$ cat src/rtl/core/xsrb_pkg.sv
// ----------------------------------------------------------------------------
// xsrb_pkg
// Shared types and constants of the XOR sprite row blitter.
// ----------------------------------------------------------------------------
package xsrb_pkg;

    localparam int BYTE_W    = 8;
    localparam int FB_AW     = 8;
    localparam int FB_DEPTH  = 1 << FB_AW;
    localparam int COL_W     = 3;
    localparam int LINE_W    = 5;
    localparam int SHIFT_W   = 3;
    localparam int ROWIDX_W  = 4;

    localparam logic ACT_DRAW = 1'b0;
    localparam logic ACT_READ = 1'b1;

    localparam logic [COL_W-1:0] LAST_COL = '1;

    // Framebuffer access request, one read and one write port.
    typedef struct packed {
        logic              rd_en;
        logic [FB_AW-1:0]  rd_addr;
        logic              wr_en;
        logic [FB_AW-1:0]  wr_addr;
        logic [BYTE_W-1:0] wr_data;
    } t_mem_req;

endpackage

$ cat src/rtl/core/xsrb_if.sv
// ----------------------------------------------------------------------------
// xsrb_if
// Valid/ready channels of the blitter: draw/read requests and results.
// ----------------------------------------------------------------------------
interface xsrb_in_if import xsrb_pkg::*; ();
    logic                valid;
    logic                ready;
    logic                action;
    logic [BYTE_W-1:0]   pos_x;
    logic [BYTE_W-1:0]   pos_y;
    logic [ROWIDX_W-1:0] row_index;
    logic [BYTE_W-1:0]   sprite_row;
    logic                last_row;
    logic [FB_AW-1:0]    fb_addr;

    modport source (
        output valid, action, pos_x, pos_y, row_index, sprite_row, last_row, fb_addr,
        input  ready
    );
    modport sink (
        input  valid, action, pos_x, pos_y, row_index, sprite_row, last_row, fb_addr,
        output ready
    );
endinterface

interface xsrb_out_if import xsrb_pkg::*; ();
    logic              valid;
    logic              ready;
    logic              collision;
    logic              sprite_done;
    logic [BYTE_W-1:0] read_data;

    modport source (output valid, collision, sprite_done, read_data, input ready);
    modport sink   (input  valid, collision, sprite_done, read_data, output ready);
endinterface

$ cat src/rtl/core/xor_sprite_row_blitter.sv
// ----------------------------------------------------------------------------
// xor_sprite_row_blitter
// XORs 8-pixel sprite rows into a 64x32 one-bit framebuffer and reads bytes.
//
// Channel  Dir  Transaction
// i_in     in   draw one sprite row (action 0) or read one byte (action 1)
// o_res    out  collision, sprite_done, read_data; one per request
//
// After acceptance a request goes straight to S_POST (row below the screen),
// through S_RD0 and S_WR0 (read, or a draw touching one byte) or also through
// S_RD1 and S_WR1 (draw touching two bytes), and from S_POST back to idle.
// Each byte has a read state and a write state on the shared XOR unit.
// Reset blanks the screen at once through per-byte valid bits.
// A request may be accepted while a result waits in the output register; it
// then holds at its end until that result is taken.
// ----------------------------------------------------------------------------
module xor_sprite_row_blitter import xsrb_pkg::*; (
    input  logic        i_clk,
    input  logic        i_rst_n,
    xsrb_in_if.sink     i_in,
    xsrb_out_if.source  o_res
);

    typedef enum logic [2:0] {
        S_IDLE,
        S_RD0,
        S_WR0,
        S_RD1,
        S_WR1,
        S_POST
    } t_state;

    t_state              r_state;
    logic                r_is_read;
    logic [FB_AW-1:0]    r_base;
    logic [FB_AW-1:0]    r_fb_addr;
    logic [SHIFT_W-1:0]  r_shift;
    logic                r_two;
    logic [BYTE_W-1:0]   r_row;
    logic                r_last;
    logic                r_hit;
    logic                r_out_valid;
    logic                r_out_collision;
    logic                r_out_done;
    logic [BYTE_W-1:0]   r_out_data;

    logic                accept;
    logic [LINE_W:0]     line;
    logic [COL_W-1:0]    col;
    logic [FB_AW-1:0]    base_next;
    t_mem_req            mem_req;
    logic [BYTE_W-1:0]   rd_data;
    logic [BYTE_W-1:0]   xor_new;
    logic                xor_hit;
    logic                out_free;
    logic                out_load;

    assign i_in.ready = (r_state == S_IDLE);
    assign accept     = i_in.valid && i_in.ready;
    assign out_free   = !r_out_valid || o_res.ready;
    assign out_load   = (r_state == S_POST) && out_free;

    assign line      = {1'b0, i_in.pos_y[LINE_W-1:0]}
                     + {{(LINE_W+1-ROWIDX_W){1'b0}}, i_in.row_index};
    assign col       = i_in.pos_x[SHIFT_W+COL_W-1:SHIFT_W];
    assign base_next = {line[LINE_W-1:0], col};

    always_comb begin
        mem_req.rd_en   = (r_state == S_RD0) || (r_state == S_RD1);
        mem_req.rd_addr = (r_state == S_RD1) ? r_base + FB_AW'(1)
                                             : (r_is_read ? r_fb_addr : r_base);
        mem_req.wr_en   = !r_is_read && ((r_state == S_WR0) || (r_state == S_WR1));
        mem_req.wr_addr = (r_state == S_WR1) ? r_base + FB_AW'(1) : r_base;
        mem_req.wr_data = xor_new;
    end

    xsrb_frame_mem u_mem (
        .i_clk     (i_clk),
        .i_rst_n   (i_rst_n),
        .i_req     (mem_req),
        .o_rd_data (rd_data)
    );

    xsrb_xor_unit u_xor (
        .i_old    (rd_data),
        .i_row    (r_row),
        .i_shift  (r_shift),
        .i_second (r_state == S_WR1),
        .o_new    (xor_new),
        .o_hit    (xor_hit)
    );

    always_ff @(posedge i_clk) begin
        if (!i_rst_n) begin
            r_state     <= S_IDLE;
            r_hit       <= 1'b0;
            r_out_valid <= 1'b0;
        end else begin
            if (out_load) begin
                r_out_valid <= 1'b1;
            end else if (r_out_valid && o_res.ready) begin
                r_out_valid <= 1'b0;
            end
            case (r_state)
                S_IDLE: begin
                    if (accept) begin
                        r_is_read <= (i_in.action == ACT_READ);
                        r_base    <= base_next;
                        r_fb_addr <= i_in.fb_addr;
                        r_shift   <= i_in.pos_x[SHIFT_W-1:0];
                        r_two     <= (i_in.pos_x[SHIFT_W-1:0] != '0) && (col != LAST_COL);
                        r_row     <= i_in.sprite_row;
                        r_last    <= i_in.last_row;
                        if (i_in.action == ACT_DRAW && i_in.row_index == '0) begin
                            r_hit <= 1'b0;
                        end
                        // Rows below the last screen line leave the screen alone.
                        if (i_in.action == ACT_DRAW && line[LINE_W]) begin
                            r_state <= S_POST;
                        end else begin
                            r_state <= S_RD0;
                        end
                    end
                end
                S_RD0: begin
                    r_state <= S_WR0;
                end
                S_WR0: begin
                    if (!r_is_read && xor_hit) begin
                        r_hit <= 1'b1;
                    end
                    r_state <= (!r_is_read && r_two) ? S_RD1 : S_POST;
                end
                S_RD1: begin
                    r_state <= S_WR1;
                end
                S_WR1: begin
                    if (xor_hit) begin
                        r_hit <= 1'b1;
                    end
                    r_state <= S_POST;
                end
                S_POST: begin
                    if (out_free) begin
                        r_out_collision <= r_hit;
                        r_out_done      <= r_is_read ? 1'b0 : r_last;
                        r_out_data      <= r_is_read ? rd_data : '0;
                        r_state         <= S_IDLE;
                    end
                end
                default: begin
                    r_state <= S_IDLE;
                end
            endcase
        end
    end

    assign o_res.valid       = r_out_valid;
    assign o_res.collision   = r_out_collision;
    assign o_res.sprite_done = r_out_done;
    assign o_res.read_data   = r_out_data;

    a_read_not_done: assert property (@(posedge i_clk) disable iff (!i_rst_n)
        (o_res.valid && o_res.read_data != '0) |-> !o_res.sprite_done)
        else $error("read result carries a sprite_done mark");

    a_write_only_draw: assert property (@(posedge i_clk) disable iff (!i_rst_n)
        mem_req.wr_en |-> (!r_is_read && (r_state == S_WR0 || r_state == S_WR1)))
        else $error("framebuffer written outside a draw write cycle");

    a_second_in_line: assert property (@(posedge i_clk) disable iff (!i_rst_n)
        (r_state == S_WR1) |-> (mem_req.wr_addr[COL_W-1:0] != '0))
        else $error("second byte wrapped into the next line");

endmodule

$ cat src/rtl/core/xsrb_frame_mem.sv
// ----------------------------------------------------------------------------
// xsrb_frame_mem
// 256 x 8 framebuffer with registered read and per-byte valid bits, so that
// the screen reads as blank after reset without a clearing pass.
// ----------------------------------------------------------------------------
module xsrb_frame_mem import xsrb_pkg::*; (
    input  logic              i_clk,
    input  logic              i_rst_n,
    input  t_mem_req          i_req,
    output logic [BYTE_W-1:0] o_rd_data
);

    logic [BYTE_W-1:0]   r_mem [FB_DEPTH];
    logic [FB_DEPTH-1:0] r_valid;
    logic [BYTE_W-1:0]   r_rd_data;
    logic                r_rd_valid;

    always_ff @(posedge i_clk) begin
        if (i_req.wr_en) begin
            r_mem[i_req.wr_addr] <= i_req.wr_data;
        end
    end

    always_ff @(posedge i_clk) begin
        if (!i_rst_n) begin
            r_valid <= '0;
        end else if (i_req.wr_en) begin
            r_valid[i_req.wr_addr] <= 1'b1;
        end
    end

    always_ff @(posedge i_clk) begin
        if (i_req.rd_en) begin
            r_rd_data <= r_mem[i_req.rd_addr];
        end
    end

    always_ff @(posedge i_clk) begin
        if (!i_rst_n) begin
            r_rd_valid <= 1'b0;
        end else if (i_req.rd_en) begin
            r_rd_valid <= r_valid[i_req.rd_addr];
        end
    end

    // A byte never written since reset is blank.
    assign o_rd_data = r_rd_valid ? r_rd_data : '0;

endmodule

$ cat src/rtl/core/xsrb_xor_unit.sv
// ----------------------------------------------------------------------------
// xsrb_xor_unit
// Shared shift/XOR/collision unit, used once for each framebuffer byte.
// ----------------------------------------------------------------------------
module xsrb_xor_unit import xsrb_pkg::*; (
    input  logic [BYTE_W-1:0]  i_old,
    input  logic [BYTE_W-1:0]  i_row,
    input  logic [SHIFT_W-1:0] i_shift,
    input  logic               i_second,
    output logic [BYTE_W-1:0]  o_new,
    output logic               o_hit
);

    logic [2*BYTE_W-1:0] spread;
    logic [BYTE_W-1:0]   bits;

    // The row shifted right across a two-byte window: the upper byte lands
    // in the first byte, the lower byte spills into the next one.
    assign spread = {i_row, {BYTE_W{1'b0}}} >> i_shift;
    assign bits   = i_second ? spread[BYTE_W-1:0] : spread[2*BYTE_W-1:BYTE_W];
    assign o_new  = i_old ^ bits;
    assign o_hit  = |(i_old & bits);

endmodule
$ cat src/flat_wrapper.sv
// flat-port wrapper written by rule: the top's interface ports become plain ports
module xor_sprite_row_blitter_flat import xsrb_pkg::*;
  (i_clk, i_rst_n, i_in_valid, i_in_action, i_in_pos_x, i_in_pos_y, i_in_row_index, i_in_sprite_row, i_in_last_row, i_in_fb_addr, i_in_ready, o_res_valid, o_res_collision, o_res_sprite_done, o_res_read_data, o_res_ready);
  xsrb_in_if i_in_i ();
  xsrb_out_if o_res_i ();
  input  logic i_clk;
  input  logic i_rst_n;
  input wire logic [$bits(i_in_i.valid)-1:0] i_in_valid;
  input wire logic [$bits(i_in_i.action)-1:0] i_in_action;
  input wire logic [$bits(i_in_i.pos_x)-1:0] i_in_pos_x;
  input wire logic [$bits(i_in_i.pos_y)-1:0] i_in_pos_y;
  input wire logic [$bits(i_in_i.row_index)-1:0] i_in_row_index;
  input wire logic [$bits(i_in_i.sprite_row)-1:0] i_in_sprite_row;
  input wire logic [$bits(i_in_i.last_row)-1:0] i_in_last_row;
  input wire logic [$bits(i_in_i.fb_addr)-1:0] i_in_fb_addr;
  output wire logic [$bits(i_in_i.ready)-1:0] i_in_ready;
  output wire logic [$bits(o_res_i.valid)-1:0] o_res_valid;
  output wire logic [$bits(o_res_i.collision)-1:0] o_res_collision;
  output wire logic [$bits(o_res_i.sprite_done)-1:0] o_res_sprite_done;
  output wire logic [$bits(o_res_i.read_data)-1:0] o_res_read_data;
  input wire logic [$bits(o_res_i.ready)-1:0] o_res_ready;
  assign i_in_i.valid = i_in_valid;
  assign i_in_i.action = i_in_action;
  assign i_in_i.pos_x = i_in_pos_x;
  assign i_in_i.pos_y = i_in_pos_y;
  assign i_in_i.row_index = i_in_row_index;
  assign i_in_i.sprite_row = i_in_sprite_row;
  assign i_in_i.last_row = i_in_last_row;
  assign i_in_i.fb_addr = i_in_fb_addr;
  assign i_in_ready = i_in_i.ready;
  assign o_res_valid = o_res_i.valid;
  assign o_res_collision = o_res_i.collision;
  assign o_res_sprite_done = o_res_i.sprite_done;
  assign o_res_read_data = o_res_i.read_data;
  assign o_res_i.ready = o_res_ready;
  xor_sprite_row_blitter u_core (.i_clk(i_clk), .i_rst_n(i_rst_n), .i_in(i_in_i), .o_res(o_res_i));
endmodule
$ cat config.mk
export PLATFORM = sky130hd
export DESIGN_NAME = xor_sprite_row_blitter_flat
export DESIGN_NICKNAME = d
export VERILOG_FILES = /design/src/rtl/core/xsrb_pkg.sv /design/src/rtl/core/xsrb_if.sv /design/src/rtl/core/xor_sprite_row_blitter.sv /design/src/rtl/core/xsrb_frame_mem.sv /design/src/rtl/core/xsrb_xor_unit.sv /design/src/flat_wrapper.sv
export SDC_FILE = /design/constraint.sdc
export NUM_CORES = 2
export LEC_CHECK = 0
export ABC_AREA = 1
export BUFFER_PORTS_ARGS = -buffer_cell sky130_fd_sc_hd__buf_2
export CAP_MARGIN = 20
export CORE_MARGIN = 8
export CORE_UTILIZATION = 55
export CTS_BUF_LIST = sky130_fd_sc_hd__clkbuf_4 sky130_fd_sc_hd__clkbuf_8 sky130_fd_sc_hd__clkbuf_16
export CTS_CLUSTER_SIZE = 40
export DETAILED_ROUTE_END_ITERATION = 8
export PLACE_DENSITY = 0.71
export RECOVER_POWER = 100
export SETUP_SLACK_MARGIN = 0.1
export SKIP_LAST_GASP = 1
export SLEW_MARGIN = 20
export SYNTH_ARGS = -nofsm -noshare
export SYNTH_HDL_FRONTEND = slang
export SYNTH_SLANG_ARGS = --single-unit
$ cat constraint.sdc
create_clock -name i_clk -period 6.9 [get_ports i_clk]
set_clock_uncertainty 0.2 [all_clocks]
set_input_delay 1.725 -clock i_clk [delete_from_list [all_inputs] [get_ports i_clk]]
set_output_delay 1.725 -clock i_clk [all_outputs]
set_load 0.05 [all_outputs]
==> results_dict.tcl <==
set metrics [dict create \
    tns_ps 0 \
    io_buffers 48 \
    wire_per_inst_um 23.66 \
    syn-mean-instance-area_um2 11.56 \
    synth_simple_gate_area_frac 0.1359 \
    nFillCells 13390 \
    cellPowerDensity_nw_per_um2 337.3 \
    ctsResizeCount 0 \
    synth_top_family_by_area "simple AND/OR/NAND/NOR gates" \
    start_util 0.5522 \
    tightestPinTransition_ps 3235 \
    cp-start-kind "input pin" \
    fp.coreArea_um2 173600 \
    drcViolationCount 0 \
    ys_seq_area_frac 0.7112 \
    synth.area.top_cells "edfxtp_1 66%, nor2_1 6.6%, dfxtp_1 5.5%" \
    period_share 0.8213 \
    ys_warn_count 0 \
    synth_compound_area_frac 0.1086 \
    power.share.switching 0.2870 \
    violations "max-capacitance violations, max-slew violations" \
    power.switching_mw 10.21 \
    max_freq_ghz 0.1765 \
    critical_path_class "in -> reg" \
    synth_top_area_share 0.6565 \
    power_frac_seq 0.472 \
    hold_viol_final 0 \
    dpl.cell_count 10210 \
    synth-seq-cells 2358 \
    die_w_um 433.5 \
    synth.area.mux_share 0.0004176 \
    cts-root-buf "clkbuf_16" \
    wl_um 251700 \
    die-area_um2 187900 \
    cp_max_fo 68 \
    vias 64610 \
    clkPwrFrac 0.352 \
    crit_slowest_cell "clkinvlp_2" \
    grt_pass1_vias 61110 \
    setup_ws_ps 1233 \
    clk_latency_ps 860 \
    yosys_most_used_dff "edfxtp_1" \
    min_path_type "reg -> reg" \
    syn_to_final_growth_pct 10.03 \
    period_needed_ps 5667 \
    p_leak_nw 35.45 \
    syn_area_um2 95870 \
    num_rows 153 \
    htreeDepth 4 \
    grt_max_degree 219 \
    drive_gt1_frac 0.06712 \
    synthAdderAreaFrac 0.001905 \
    synth_top_area_cell "edfxtp_1" \
    critPathMaxStageDelay_ps 2030 \
    drtIter0Drc 8579 \
    startpoint "i_rst_n" \
    grt_pass1_wl_um 374800 \
    dr.pass1.iters 8 \
    rsz0062_at_grt "false" \
    slew_violations 827 \
    grt.overflow.total 0 \
    vias_per_cell 6.072 \
    timing.rr.start "u_core.r_state[0]" \
    combPwrFrac 0.176 \
    syn_inst 8292 \
    antenna_found_initial 6 \
    cap_violations 10 \
    cp-end-kind "flop" \
    required_ps 7240 \
    ant_nets 0 \
    cts_hold_buf 0 \
    max-slew-margin-rel -1.157 \
    setup_viol 0 \
    nNetsFinal 8169 \
    synth_enable_flop_cells 2096 \
    min_from "u_core.r_hit" \
    worstPathArrival_ps 6000 \
    grt_use_total 0.2607 \
    synthArstFlopShare 0 \
    p_int_mw 25.37 \
    gp_congestion 0.8610 \
    ys_types 39 \
    clk_pin_slew_ps 60 \
    dp_hpwl_um 134700 \
    pre_cts_ws_ps 2080 \
    cts_setup_buffers 0 \
    synth-xor-area-share 0.0006395 \
    cts_buffers 225 \
    cts_tree "built" \
    final_cells 10640 \
    pin_count 54 \
    die_h_um 433.5 \
    power_mw 35.59 \
    path_cells "buf_6 > clkinvlp_2 > nor3_4 > buf_4" \
    cts.sinks 2358 \
    irDropWorstVdd_v 0.0002467 \
    status "finished with violations" \
    whs_ps 231.5 \
    mappedNetlistNets 8348 \
    clk_path_buf_depth 3 \
]
==> final timing paths <==
| check | slack [ps] | cells past startpoint | to |
|---|---|---|---|
| setup / recovery | 1230 | 4 | u_core.r_base[0] |
| hold / removal | 230 | 0 | u_core.o_res.collision |
| setup reg to reg | 1300 | 8 | u_core.u_mem.r_mem[8][4] |
| hold reg to reg | 230 | 0 | u_core.o_res.collision |
==> metal layers <==
layer,up-vias,GRT usage,share of wire
li1,29160,-,-
met1,31490,0.3547,0.39
met2,3386,0.4122,0.47
met3,566,0.05609,0.10
met4,6,0.1057,0.041
met5,-,0,0.00016
==> cell usage in the layout (no fill, tap or decap), types with 28 or more instances in the layout <==
| cell type | synthesis | layout |
|---|---|---|
| o22ai_1 | 138 | 138 |
| buf_4 | 14 | 69 |
| o21bai_1 | 56 | 56 |
| edfxtp_1 | 2096 | 2096 |
| o21ai_0 | 953 | 953 |
| buf_2 | 266 | 28 |
| clkinv_1 | 4 | 40 |
| nand3_1 | 741 | 741 |
| buf_12 | 0 | 33 |
| dfxtp_1 | 262 | 262 |
| o211ai_1 | 328 | 328 |
| nand2_1 | 738 | 737 |
| nor2_1 | 1678 | 1678 |
| a21oi_1 | 30 | 30 |
| o21ai_1 | 118 | 116 |
| inv_1 | 363 | 357 |
| clkinv_2 | 0 | 38 |
| o21a_1 | 128 | 128 |
| clkbuf_4 | 0 | 70 |
| clkbuf_16 | 0 | 226 |
==> cell usage after synthesis, types with 30 or more instances <==
| master | instances |
|---|---|
| a21oi_1 | 30 |
| buf_1 | 33 |
| buf_2 | 266 |
| clkbuf_1 | 250 |
| dfxtp_1 | 262 |
| edfxtp_1 | 2096 |
| inv_1 | 363 |
| nand2_1 | 738 |
| nand3_1 | 741 |
| nor2_1 | 1678 |
| o211ai_1 | 328 |
| o21a_1 | 128 |
| o21ai_0 | 953 |
| o21ai_1 | 118 |
| o21bai_1 | 56 |
| o22ai_1 | 138 |
==> layout make-up <==
type | instances | area (um^2) | share of cell area
Inverter | 373 | 1421 | 0.01347
Antenna cell | 2 | 5.005 | 0.00004744
Clock buffer | 321 | 6531 | 0.06191
Clock inverter | 107 | 1104 | 0.01046
Sequential cell | 2358 | 68190 | 0.6464
Tap cell | 2325 | 2909 | 0.02758
Multi-Input combinational cell | 4992 | 23820 | 0.2258
Timing Repair Buffer | 163 | 1518 | 0.01439
==> power groups by stage <==
stage | Sequential, mW | Combinational (mW) | Clock (mW)
after global routing | 16.8 | 6.71 | 13.2
final | 16.8 | 6.26 | 12.5
after detailed placement | 17.0 | 6.17 | 0
after floorplan | 17.3 | 3.76 | 0
after CTS | 16.7 | 6.20 | 12.6
after global placement | 17.0 | 6.00 | 0
==> critical path: cells and delay by family <==
| family | cells | cell delay [ps] |
|---|---|---|
| buffers and inverters | 3 | 2840 |
| AND/OR/NAND/NOR | 1 | 1410 |
==> per-stage QoR <==
step / instance area (um^2) / util
after global placement: 97950 / 0.5641
after detailed placement: 98020 / 0.5645
final: 105500 / 0.6076
after floorplan: 95870 / -
after global routing: 105500 / 0.6075
after CTS: 105700 / 0.6085
==> sequential cells by signal, indices dropped and copies added, names as in the netlist <==
name                      flops
u_core.r_base                 8
u_core.r_state                3
u_core.u_mem.r_mem         2048
u_core.o_res.read_data        8
u_core.o_res.valid            1
u_core.u_mem.r_rd_data        8
u_core.r_is_read              1
u_core.u_mem.r_valid        256
u_core.r_shift                3
u_core.o_res.collision        1
u_core.u_mem.r_rd_valid       1
u_core.r_hit                  1
u_core.o_res.sprite_done      1
u_core.r_row                  8
u_core.r_two                  1
u_core.r_last                 1
u_core.r_fb_addr              8
==> cells by family after synthesis <==
logic type	after synthesis
xor gates and xnor gates	7
muxes	4
and+or+nand+nor	3193
buffers and inverters	942
DFF	2358
AOI/OAI and AO/OA	1774
adders and majority gates	14
(Power assumes the default switching activity.)
